<file path="src/hw/rtl/psmft_pkg.sv">
// Package for the power stage measurement filter and trip block.
// Holds register map codes, reset values and fixed widths.
// No dependencies.
package psmft_pkg;

	localparam int POWER_WIDTH = 40;
	localparam int ALPHA_WIDTH = 17;
	localparam int LIMIT_WIDTH = 19;
	localparam int ALPHA_OPW   = ALPHA_WIDTH + 1;
	localparam int ADDR_WIDTH  = 5;
	localparam int DATA_WIDTH  = 32;
	localparam int FRAC_BITS   = 16;

	localparam logic [ALPHA_WIDTH-1:0] ALPHA_ONE   = 17'd65536;
	localparam logic [ALPHA_WIDTH-1:0] ALPHA_RESET = 17'd13107;
	localparam logic [LIMIT_WIDTH-1:0] LIMIT_RESET = 19'd524287;

	typedef enum logic [2:0] {
		REG_ALPHA     = 3'd0,
		REG_PRIM_ILIM = 3'd1,
		REG_PRIM_VLIM = 3'd2,
		REG_SEC_ILIM  = 3'd3,
		REG_SEC_VLIM  = 3'd4
	} reg_idx_t;

	localparam logic CMD_CLEAR = 1'b1;

endpackage

</file>
<file path="src/hw/rtl/power_stage_measurement_filter_and_trip.sv">
// Top level of the power stage measurement filter and trip block.
// Depends on psmft_pkg for register codes, reset values and widths.
//
// Usage: a request carries one measurement set (cmd = 0) or a clear of the
// trip flag and both powers (cmd = 1) on the in_valid/in_ready channel.
// Each request yields exactly one result on out_valid/out_ready: four
// filtered currents, input and output power and the trip flag. Limits and
// alpha are to be set through the APB-style port while the block is idle;
// the block itself does not enforce this. pready is always high.
// A measurement set runs through one shared signed multiplier under a step
// counter: four filter products, then the two power products, one issued
// per cycle with the product registered. The result then passes the HOLD
// state into the output register; a clear goes straight to HOLD. in_ready
// is high only while no request is in flight, so a new request is taken
// only after the last one has reached the output register.
// If the receiver stalls, the finished result waits in the output register
// and the next request may be taken; its result then waits internally until
// the output register frees, and in_ready stays low meanwhile.
// Reset clears averages and trip flag, loads the default alpha and limits,
// and empties the output register.
module power_stage_measurement_filter_and_trip import psmft_pkg::*; #(
	parameter int SAMPLE_WIDTH = 20
) (
	input  logic                          clk,
	input  logic                          arst_n,
	input  logic                          psel,
	input  logic                          penable,
	input  logic                          pwrite,
	input  logic [ADDR_WIDTH-1:0]         paddr,
	input  logic [DATA_WIDTH-1:0]         pwdata,
	output logic [DATA_WIDTH-1:0]         prdata,
	output logic                          pready,
	input  logic                          in_valid,
	output logic                          in_ready,
	input  logic                          cmd,
	input  logic signed [SAMPLE_WIDTH-1:0] in_current,
	input  logic signed [SAMPLE_WIDTH-1:0] prim_current,
	input  logic signed [SAMPLE_WIDTH-1:0] in_voltage,
	input  logic signed [SAMPLE_WIDTH-1:0] in_dc_voltage,
	input  logic signed [SAMPLE_WIDTH-1:0] prim_cap_voltage,
	input  logic signed [SAMPLE_WIDTH-1:0] out_current,
	input  logic signed [SAMPLE_WIDTH-1:0] sec_current,
	input  logic signed [SAMPLE_WIDTH-1:0] out_voltage,
	input  logic signed [SAMPLE_WIDTH-1:0] out_dc_voltage,
	input  logic signed [SAMPLE_WIDTH-1:0] sec_cap_voltage,
	output logic                          out_valid,
	input  logic                          out_ready,
	output logic signed [SAMPLE_WIDTH-1:0] in_current_avg,
	output logic signed [SAMPLE_WIDTH-1:0] prim_current_avg,
	output logic signed [SAMPLE_WIDTH-1:0] out_current_avg,
	output logic signed [SAMPLE_WIDTH-1:0] sec_current_avg,
	output logic signed [POWER_WIDTH-1:0]  power_in,
	output logic signed [POWER_WIDTH-1:0]  power_out,
	output logic                          tripped
);

	localparam int SW  = SAMPLE_WIDTH;
	localparam int OPW = (SW + 1 > ALPHA_OPW) ? SW + 1 : ALPHA_OPW;
	localparam int PRW = 2 * OPW;
	localparam int EXW = (PRW + 1 > POWER_WIDTH + 1) ? PRW + 1 : POWER_WIDTH + 1;
	localparam int CW  = ((SW > LIMIT_WIDTH) ? SW : LIMIT_WIDTH) + 2;

	localparam logic signed [EXW-1:0] AVG_MAX = EXW'((64'sd1 <<< (SW - 1)) - 64'sd1);
	localparam logic signed [EXW-1:0] AVG_MIN = -AVG_MAX - EXW'(1);
	localparam logic signed [EXW-1:0] POW_MAX =
		EXW'((64'sd1 <<< (POWER_WIDTH - 1)) - 64'sd1);
	localparam logic signed [EXW-1:0] POW_MIN = -POW_MAX - EXW'(1);
	localparam logic signed [EXW-1:0] RND_HALF = EXW'(64'sd1 <<< (FRAC_BITS - 1));

	// step codes: a step issues one product and retires the previous one
	localparam logic [2:0] ST_EMA_PRIM = 3'd0;
	localparam logic [2:0] ST_EMA_IN   = 3'd1;
	localparam logic [2:0] ST_EMA_OUT  = 3'd2;
	localparam logic [2:0] ST_EMA_SEC  = 3'd3;
	localparam logic [2:0] ST_POW_IN   = 3'd4;
	localparam logic [2:0] ST_POW_OUT  = 3'd5;
	localparam logic [2:0] ST_LAST     = 3'd6;

	typedef enum logic [1:0] {IDLE, RUN, HOLD} state_t;

	state_t state_q;
	logic [2:0] step_q;

	logic [ALPHA_WIDTH-1:0] alpha_q;
	logic [LIMIT_WIDTH-1:0] prim_ilim_q, prim_vlim_q, sec_ilim_q, sec_vlim_q;

	logic signed [SW-1:0] in_cur_q, prim_cur_q, in_volt_q, in_dc_q, prim_cap_q;
	logic signed [SW-1:0] out_cur_q, sec_cur_q, out_volt_q, out_dc_q, sec_cap_q;

	logic signed [SW-1:0] in_avg_q, prim_avg_q, out_avg_q, sec_avg_q;
	logic signed [POWER_WIDTH-1:0] pin_q, pout_q;
	logic trip_q;

	logic signed [SW-1:0] o_in_avg_q, o_prim_avg_q, o_out_avg_q, o_sec_avg_q;
	logic signed [POWER_WIDTH-1:0] o_pin_q, o_pout_q;
	logic o_trip_q, o_valid_q;

	logic signed [OPW-1:0] op_a, op_b;
	logic signed [PRW-1:0] prod_q;
	logic signed [SW-1:0]  ema_x, ema_avg;
	logic signed [SW:0]    ema_diff;
	logic [ALPHA_WIDTH-1:0] alpha_eff;
	logic signed [EXW-1:0] prod_ext, ema_sum, ema_sat, pow_sat;
	logic signed [SW-1:0]  ret_avg;
	logic violation;
	logic in_acc, cfg_wr, out_free;

	assign pready   = 1'b1;
	assign in_ready = (state_q == IDLE);
	assign in_acc   = in_valid && in_ready;
	assign cfg_wr   = psel && penable && pwrite;
	assign out_free = !o_valid_q || out_ready;

	assign out_valid        = o_valid_q;
	assign in_current_avg   = o_in_avg_q;
	assign prim_current_avg = o_prim_avg_q;
	assign out_current_avg  = o_out_avg_q;
	assign sec_current_avg  = o_sec_avg_q;
	assign power_in         = o_pin_q;
	assign power_out        = o_pout_q;
	assign tripped          = o_trip_q;

	always_ff @(posedge clk or negedge arst_n) begin
		if (!arst_n) begin
			alpha_q     <= ALPHA_RESET;
			prim_ilim_q <= LIMIT_RESET;
			prim_vlim_q <= LIMIT_RESET;
			sec_ilim_q  <= LIMIT_RESET;
			sec_vlim_q  <= LIMIT_RESET;
		end else if (cfg_wr) begin
			case (paddr[4:2])
				REG_ALPHA:     alpha_q     <= pwdata[ALPHA_WIDTH-1:0];
				REG_PRIM_ILIM: prim_ilim_q <= pwdata[LIMIT_WIDTH-1:0];
				REG_PRIM_VLIM: prim_vlim_q <= pwdata[LIMIT_WIDTH-1:0];
				REG_SEC_ILIM:  sec_ilim_q  <= pwdata[LIMIT_WIDTH-1:0];
				REG_SEC_VLIM:  sec_vlim_q  <= pwdata[LIMIT_WIDTH-1:0];
				default: ;
			endcase
		end
	end

	always_comb begin
		case (paddr[4:2])
			REG_ALPHA:     prdata = DATA_WIDTH'(alpha_q);
			REG_PRIM_ILIM: prdata = DATA_WIDTH'(prim_ilim_q);
			REG_PRIM_VLIM: prdata = DATA_WIDTH'(prim_vlim_q);
			REG_SEC_ILIM:  prdata = DATA_WIDTH'(sec_ilim_q);
			REG_SEC_VLIM:  prdata = DATA_WIDTH'(sec_vlim_q);
			default:       prdata = '0;
		endcase
	end

	always_ff @(posedge clk) begin
		if (in_acc) begin
			in_cur_q   <= in_current;
			prim_cur_q <= prim_current;
			in_volt_q  <= in_voltage;
			in_dc_q    <= in_dc_voltage;
			prim_cap_q <= prim_cap_voltage;
			out_cur_q  <= out_current;
			sec_cur_q  <= sec_current;
			out_volt_q <= out_voltage;
			out_dc_q   <= out_dc_voltage;
			sec_cap_q  <= sec_cap_voltage;
		end
	end

	// operand select for the shared multiplier
	assign alpha_eff = (alpha_q > ALPHA_ONE) ? ALPHA_ONE : alpha_q;

	always_comb begin
		case (step_q)
			ST_EMA_PRIM: begin ema_x = prim_cur_q; ema_avg = prim_avg_q; end
			ST_EMA_IN:   begin ema_x = in_cur_q;   ema_avg = in_avg_q;   end
			ST_EMA_OUT:  begin ema_x = out_cur_q;  ema_avg = out_avg_q;  end
			default:     begin ema_x = sec_cur_q;  ema_avg = sec_avg_q;  end
		endcase
		ema_diff = (SW + 1)'(ema_x) - (SW + 1)'(ema_avg);
		case (step_q)
			ST_POW_IN: begin
				op_a = OPW'(prim_cur_q);
				op_b = OPW'(in_dc_q);
			end
			ST_POW_OUT: begin
				op_a = OPW'(out_avg_q);
				op_b = OPW'(out_dc_q);
			end
			default: begin
				op_a = OPW'(signed'({1'b0, alpha_eff}));
				op_b = OPW'(ema_diff);
			end
		endcase
	end

	always_ff @(posedge clk) begin
		prod_q <= op_a * op_b;
	end

	// retire the product issued in the previous step
	always_comb begin
		case (step_q)
			ST_EMA_IN:  ret_avg = prim_avg_q;
			ST_EMA_OUT: ret_avg = in_avg_q;
			ST_EMA_SEC: ret_avg = out_avg_q;
			default:    ret_avg = sec_avg_q;
		endcase
		prod_ext = EXW'(prod_q);
		ema_sum  = ((prod_ext + RND_HALF) >>> FRAC_BITS) + EXW'(ret_avg);
		if (ema_sum > AVG_MAX)
			ema_sat = AVG_MAX;
		else if (ema_sum < AVG_MIN)
			ema_sat = AVG_MIN;
		else
			ema_sat = ema_sum;
		if (prod_ext > POW_MAX)
			pow_sat = POW_MAX;
		else if (prod_ext < POW_MIN)
			pow_sat = POW_MIN;
		else
			pow_sat = prod_ext;
	end

	function automatic logic outside_sym(input logic signed [SW-1:0] x,
			input logic [LIMIT_WIDTH-1:0] lim);
		logic signed [CW-1:0] xe;
		logic signed [CW-1:0] le;
		xe = CW'(x);
		le = CW'(signed'({1'b0, lim}));
		return (xe > le) || (xe < -le);
	endfunction

	function automatic logic above(input logic signed [SW-1:0] x,
			input logic [LIMIT_WIDTH-1:0] lim);
		return CW'(x) > CW'(signed'({1'b0, lim}));
	endfunction

	assign violation =
		outside_sym(in_cur_q, prim_ilim_q) || outside_sym(prim_cur_q, prim_ilim_q) ||
		above(in_volt_q, prim_vlim_q) || above(in_dc_q, prim_vlim_q) ||
		above(prim_cap_q, prim_vlim_q) ||
		outside_sym(sec_cur_q, sec_ilim_q) ||
		above(out_volt_q, sec_vlim_q) || above(out_dc_q, sec_vlim_q) ||
		above(sec_cap_q, sec_vlim_q);

	always_ff @(posedge clk or negedge arst_n) begin
		if (!arst_n) begin
			state_q    <= IDLE;
			step_q     <= ST_EMA_PRIM;
			in_avg_q   <= '0;
			prim_avg_q <= '0;
			out_avg_q  <= '0;
			sec_avg_q  <= '0;
			pin_q      <= '0;
			pout_q     <= '0;
			trip_q     <= 1'b0;
			o_valid_q  <= 1'b0;
			o_in_avg_q   <= '0;
			o_prim_avg_q <= '0;
			o_out_avg_q  <= '0;
			o_sec_avg_q  <= '0;
			o_pin_q      <= '0;
			o_pout_q     <= '0;
			o_trip_q     <= 1'b0;
		end else begin
			if (o_valid_q && out_ready && state_q != HOLD)
				o_valid_q <= 1'b0;
			case (state_q)
				IDLE: begin
					if (in_acc) begin
						if (cmd == CMD_CLEAR) begin
							trip_q  <= 1'b0;
							pin_q   <= '0;
							pout_q  <= '0;
							state_q <= HOLD;
						end else begin
							step_q  <= ST_EMA_PRIM;
							state_q <= RUN;
						end
					end
				end
				RUN: begin
					case (step_q)
						ST_EMA_IN:  prim_avg_q <= ema_sat[SW-1:0];
						ST_EMA_OUT: in_avg_q   <= ema_sat[SW-1:0];
						ST_EMA_SEC: out_avg_q  <= ema_sat[SW-1:0];
						ST_POW_IN:  sec_avg_q  <= ema_sat[SW-1:0];
						ST_POW_OUT: pin_q      <= pow_sat[POWER_WIDTH-1:0];
						ST_LAST: begin
							pout_q <= pow_sat[POWER_WIDTH-1:0];
							if (violation)
								trip_q <= 1'b1;
						end
						default: ;
					endcase
					if (step_q == ST_LAST)
						state_q <= HOLD;
					else
						step_q <= step_q + 3'd1;
				end
				HOLD: begin
					if (out_free) begin
						o_in_avg_q   <= in_avg_q;
						o_prim_avg_q <= prim_avg_q;
						o_out_avg_q  <= out_avg_q;
						o_sec_avg_q  <= sec_avg_q;
						o_pin_q      <= pin_q;
						o_pout_q     <= pout_q;
						o_trip_q     <= trip_q;
						o_valid_q    <= 1'b1;
						state_q      <= IDLE;
					end
				end
				default: state_q <= IDLE;
			endcase
		end
	end

endmodule
</file>
<file path="config.mk">
export PLATFORM = sky130hd
export DESIGN_NAME = power_stage_measurement_filter_and_trip
export DESIGN_NICKNAME = d
export VERILOG_FILES = /design/src/hw/rtl/psmft_pkg.sv /design/src/hw/rtl/power_stage_measurement_filter_and_trip.sv
export SDC_FILE = /design/constraint.sdc
export NUM_CORES = 2
export LEC_CHECK = 0
export BUFFER_PORTS_ARGS = -buffer_cell sky130_fd_sc_hd__buf_2
export CAP_MARGIN = 20
export CORE_ASPECT_RATIO = 1.75
export CORE_MARGIN = 10
export CORE_UTILIZATION = 52
export CTS_CLUSTER_DIAMETER = 150
export CTS_CLUSTER_SIZE = 20
export DETAILED_ROUTE_END_ITERATION = 8
export PLACE_DENSITY = 0.74
export SLEW_MARGIN = 20
export SYNTH_ARGS = -nofsm -noshare
export SYNTH_HDL_FRONTEND = slang
export SYNTH_SLANG_ARGS = --single-unit
</file>
<file path="constraint.sdc">
create_clock -name clk -period 19.57 [get_ports clk]
set_input_delay 2.9355 -clock clk [delete_from_list [all_inputs] [get_ports clk]]
set_output_delay 2.9355 -clock clk [all_outputs]
set_load 0.01 [all_outputs]
</file>
Word-level counts from Yosys, hierarchy flattened
Index checks and enable logic that the tools add are counted.
Storage, ports and cells
  output and inout port bits: 196
  flip-flop bits (word level): 663
  logic and storage cells: 149
Cells by class
  add/subtract/negate cells: 6
  $lt $le $gt $ge: 17
  $mul: 1
  reduce and logical (&&, ||, !) cells: 37
  mux-type cells: 34
  eq/ne operators: 21
Operator list (count)
  $mux W40: 6
  $gt A20 B20 Y1: 9
  $pmux W20 S3: 3
  $pmux W40 S2: 2
  $pmux W19 S5: 1
  $pmux W21 S2: 2
  $lt A20 B22 Y1: 3
  $neg A19 Y22: 2
  $add A42 B17 Y43 const B: 1
  $gt A42 B40 Y1 const B: 1
  $lt A42 B40 Y1 const B: 1
  $mul A21 B21 Y42: 1
  $mux W20: 2
  $add A27 B20 Y28: 1
  $gt A28 B20 Y1 const B: 1
  $lt A28 B20 Y1 const B: 1
  $sub A20 B20 Y21: 1
  $reduce_and A2 Y1: 10
  $gt A17 B17 Y1 const B: 1
  $mux W17: 1
  $eq A3 B2 Y1 const B: 4
  $eq A3 B3 Y1 const B: 4
  $logic_or A1 B1 Y1: 12
  $ne A2 B2 Y1 const B: 6
  19 further kinds: 40

Logic depth before layout (Yosys ltp)
  depth in word-level cells: 14
  depth in mapped cells: 45
  depth with buffers taken out: 40

Worst setup path after synthesis
No wires, ideal clock.
  path kind: in2reg
  start: input in_valid
  end: register in_cur_q[0], enable pin
  slack: 7.497 ns
  data arrival time: 11.310 ns
  required time: 18.807 ns
  stages: 2
  cells stage by stage: nand2b_1 -> nor2_1
Between the ends
  word-level cells in the longest chain between the ends: 1
RTL lines
  from (decl): RTL line power_stage_measurement_filter_and_trip.sv:33  | input logic in_valid,
  $logic_and A1 B1 Y1: RTL line power_stage_measurement_filter_and_trip.sv:110  | assign in_acc = in_valid && in_ready;
  net in_acc: RTL line power_stage_measurement_filter_and_trip.sv:106  | logic in_acc, cfg_wr, out_free;
  to (signal assigned): RTL line power_stage_measurement_filter_and_trip.sv:155  | in_cur_q <= in_current;
  to (decl): RTL line power_stage_measurement_filter_and_trip.sv:87  | logic signed [SW-1:0] in_cur_q, prim_cur_q, in_volt_q, in_dc_q, prim_cap_q;
The timed path passes the listed nets, and every way through them passes these cells.
A chain may end at the register's enable or synchronous reset.

Worst setup path after layout
  start: register step_q[1]
  end: register prod_q[41]
Between the ends
  word-level cells in the longest chain between the ends: 5
RTL lines
  from (decl): RTL line power_stage_measurement_filter_and_trip.sv:82  | logic [2:0] step_q;
  from (signal assigned): RTL line power_stage_measurement_filter_and_trip.sv:298  | step_q <= step_q + 3'd1;
  $eq A3 B2 Y1, or another cell as far along: RTL line power_stage_measurement_filter_and_trip.sv:172  | case (step_q)
  $pmux W20 S3: RTL line power_stage_measurement_filter_and_trip.sv:172
  $sub A20 B20 Y21: RTL line power_stage_measurement_filter_and_trip.sv:178  | ema_diff = (SW + 1)'(ema_x) - (SW + 1)'(ema_avg);
  $pmux W21 S2: RTL line power_stage_measurement_filter_and_trip.sv:179  | case (step_q)
  $mul A21 B21 Y42 (*): RTL line power_stage_measurement_filter_and_trip.sv:196  | prod_q <= op_a * op_b;
  to (signal assigned): RTL line power_stage_measurement_filter_and_trip.sv:196
  to (decl): RTL line power_stage_measurement_filter_and_trip.sv:99  | logic signed [PRW-1:0] prod_q;
Every way passes the cells marked *; elsewhere a longest branch is shown, timed or not.

==> metrics.md <==
| Metric | Value |
|---|---|
| Outcome | finished, final reports clean |
| Non-Filler Instances | 6,531 |
| Layout cell share with drive strength beyond 1 | a little under a fifth |
| Post-Place Worst Slack | 6.51 ns |
| Largest net degree at the start of global routing | 151 |
| Top_reg_cell synth | dfrtp_1 |
| Setup slack, reg-to-reg | 5.50 ns |
| CP max stage delay | 1.12 ns |
| Vias in the first global route | 41,400 |
| Worst-case clock buffer depth | 3 |
| Yosys top cell by area | fa_1 |
| Crit path max-delay cell type | fa_1 |
| DP HPWL | 134,000 um |
| Post-synthesis sequential area ratio | 34.4% |
| CP max FO | between 40 and 50 |
| DR pass1 iterations | 8 |
| Die W | about 260 um |
| Share of the synthesized area in the top cell type | roughly 18% |
| Clock transition at the registers of the reported paths | 0.08 ns |
| Area of the multi-input gates | 30,300 um^2 |
| Flops & latches, synth | 663 |
| Mapped Avg Cell Area | just over 10 um^2 |
| Total negative slack | 0 ns |
| Worst-Skew Late Latency | 0.65 ns |
| GP Congestion | between 1 and 1.5 |
| Slew Viols, Final | 0 |
| CP dominant cell by count | inv_1 |
| WL/cell | roughly 26 um |
| Via count | a little under 40,000 |
| Slew @ Worst Pin | 1.38 ns |
| Worst setup EP type | register |
| Io pins | 441 |
| RSZ-0062 raised after global routing | false |
| NumNets Final | 6,294 |
| Drt first-iter violations | 3,226 |
| Inserted Clock Buffers | 39 |
| Vias/cell | 6.04 |
| Clock H-tree levels | 2 |
| CP startpoint kind | register |
| Crit path kind | reg2reg |
| Worst path required time | 20.07 ns |
| Global Route Usage Sum | a little under a third |
| Initial antenna violation count | 3 |
| Row cnt | 151 |
| Number of synthesized flops with an enable pin | 200 |
| Synthesis Warnings | 0 |
| Fmax | between 70 and 80 MHz |
| Fill cells | 8,271 |
| Synth cell types | 105 |
| HP Class | reg2reg |
| Synth Instances | 4,889 |
| Inst Count DP | 6,459 |
| Syn Std Cell Area | a little over 50,000 um^2 |
| # DRC | 0 |
| Path depth of the worst reg2reg path | 42 |
| Final Hold Vio Count | 0 |
| Setup bufs post-CTS | 0 |
| First-pass GRT wire length | 254,000 um |
| Worst Hold Slack | ~0.5 ns |
| R2R Path End | prod_q[41] |
| Post-CTS Hold Fix Bufs | 0 |
| Clk sinks | 663 |
| Area Growth Syn to Fin | 9.01% |
| WHS Endpoint | pout_q[39] |
| Antenna-violating nets left | 0 |
| Grt total ovfl | 0 |
| Relative slew margins | 7.45% |
| CP arrival | about 15 ns |
| TritonCTS clock tree | yes |
| Hold path start | pout_q[39] |
| Fin crit share | 71.9% |
| Max Cap Viol | 0 |
| Final wirelength | 170,000 um |
| Starting density of the core | between 50% and 60% |
| PortBufs | ~400 |
| Reg2reg start | step_q[1] |
| Setup-failing EPs final | 0 |
| Async SR Flop Fraction | 63.5% |
| Die H | ~430 um |
| Core box area | 96,900 um^2 |
| Top cells by area, synth | fa_1 18%, dfrtp_1 17%, edfxtp_1 12% |
| Die Footprint | 111,000 um^2 |
| CTS root buf | clkbuf_16 |
| Worst clock skew | roughly 0.043 ns |
| Period minus WS final | 14.07 ns |
| Seq. cell area | 17,500 um^2 |
| Post-cts resize count | 0 |
| Worst hold path stage count | 2 |
| Final worst slack | 5.50 ns |
## registers in the layout (all words and copies together) (netlist names), 40 cells and up
register and count:
pout_q 40, power_out 40, pin_q 40, prod_q 42
power_in 40
## cells by family (layout without fill, tap and decap cells)
family / count (synthesis) / count (layout) / share of synthesized area [%]
adders and majority gates: 847 / 847 / 27.5
other: 2 / 16 / 0.0148
DFF: 663 / 663 / 34.4
and+or+nand+nor: 1227 / 1227 / 11.1
AOI/OAI and AO/OA: 947 / 947 / 12.6
muxes: 265 / 265 / 5.87
buffers and inverters: 818 / 1146 / 6.40
xor gates and xnor gates: 120 / 120 / 2.07
## through the flow
step                util, %  cell area [um^2]
finish                 57.2             55400
global route           57.2             55400
CTS                    57.1             55400
detailed placement     56.0             54200
global placement       56.0             54200
floorplan                 -             50900
## worst max-delay path by stage
stage               slack (ns)  cells after the start          end      start
finish                    5.50                     42   prod_q[41]  step_q[1]
global placement          6.72                     40   prod_q[41]  step_q[2]
detailed placement        6.51                     40   prod_q[41]  step_q[2]
CTS                       6.44                     40   prod_q[41]  step_q[2]
global route              4.94                     42   prod_q[41]  step_q[1]
floorplan                 7.50                      2  in_cur_q[0]   in_valid
## area by class of cell
type,instances,area share [%]
Timing Repair Buffer,483,4.76
Inverter,595,4.03
Sequential cell,663,31.6
Antenna cell,2,0.00903
Multi-Input combinational cell,3420,54.7
Clock buffer,64,1.93
Clock inverter,4,0.0881
Tap cell,1300,2.94
## cell usage in the layout, fill, tap and decap left out, types with 18 or more instances in the layout
cell type,count
inv_1,595
nand4_1,47
buf_4,67
dfrtp_1,337
nor2_1,278
a21o_1,68
ha_1,398
clkbuf_1,25
a21oi_2,41
nand2b_1,21
a31oi_1,30
and2_1,58
clkbuf_16,39
o21a_1,37
a222oi_1,20
dfxtp_1,42
xor2_1,30
o211ai_1,19
a211oi_1,18
o21ai_0,175
nand2_1,547
a22oi_1,114
edfxtp_1,200
buf_2,410
and3_1,22
o22ai_1,20
fa_1,449
a21oi_1,229
a22o_1,45
xnor2_1,89
nor2b_1,27
mux2_2,260
nand3_1,75
dfstp_2,84
nor3_1,48
## cell usage after synthesis (all sizes together) (31+ instances only)
| cell | n |
|---|---|
| and2 | 60 |
| ha | 398 |
| mux2 | 261 |
| a22oi | 114 |
| xnor2 | 90 |
| o21a | 37 |
| a22o | 45 |
| inv | 595 |
| o21ai | 185 |
| fa | 449 |
| nand3 | 75 |
| buf | 36 |
| a21o | 70 |
| a21oi | 271 |
| nor3 | 48 |
| nand2 | 557 |
| clkbuf | 186 |
| a31oi | 31 |
| dfrtp | 337 |
| dfstp | 84 |
| dfxtp | 42 |
| edfxtp | 200 |
| nor2 | 284 |
| nand4 | 47 |
## routing by layer
layer / vias up / track usage, % / wire length, um
met4: 6 / 26.0 / 17600
li1: 17300 / - / -
met5: - / 0 / 37
met3: 690 / 6.11 / 12700
met2: 1999 / 52.0 / 83000
met1: 19500 / 31.8 / 56900
## critical path, delay by kind of cell, from the launching register on
kind	cells	cell delay, ns
adders and majority gates	10	5.57
and+or+nand+nor	9	2.15
xor gates and xnor gates	2	1.22
AOI/OAI and AO/OA	10	2.67
buffers and inverters	11	1.83
DFF	1	0.42
Power is left out: the tool's default activity adds up to more than one toggle a clock period on the data nets, which glitch-free logic cannot reach.
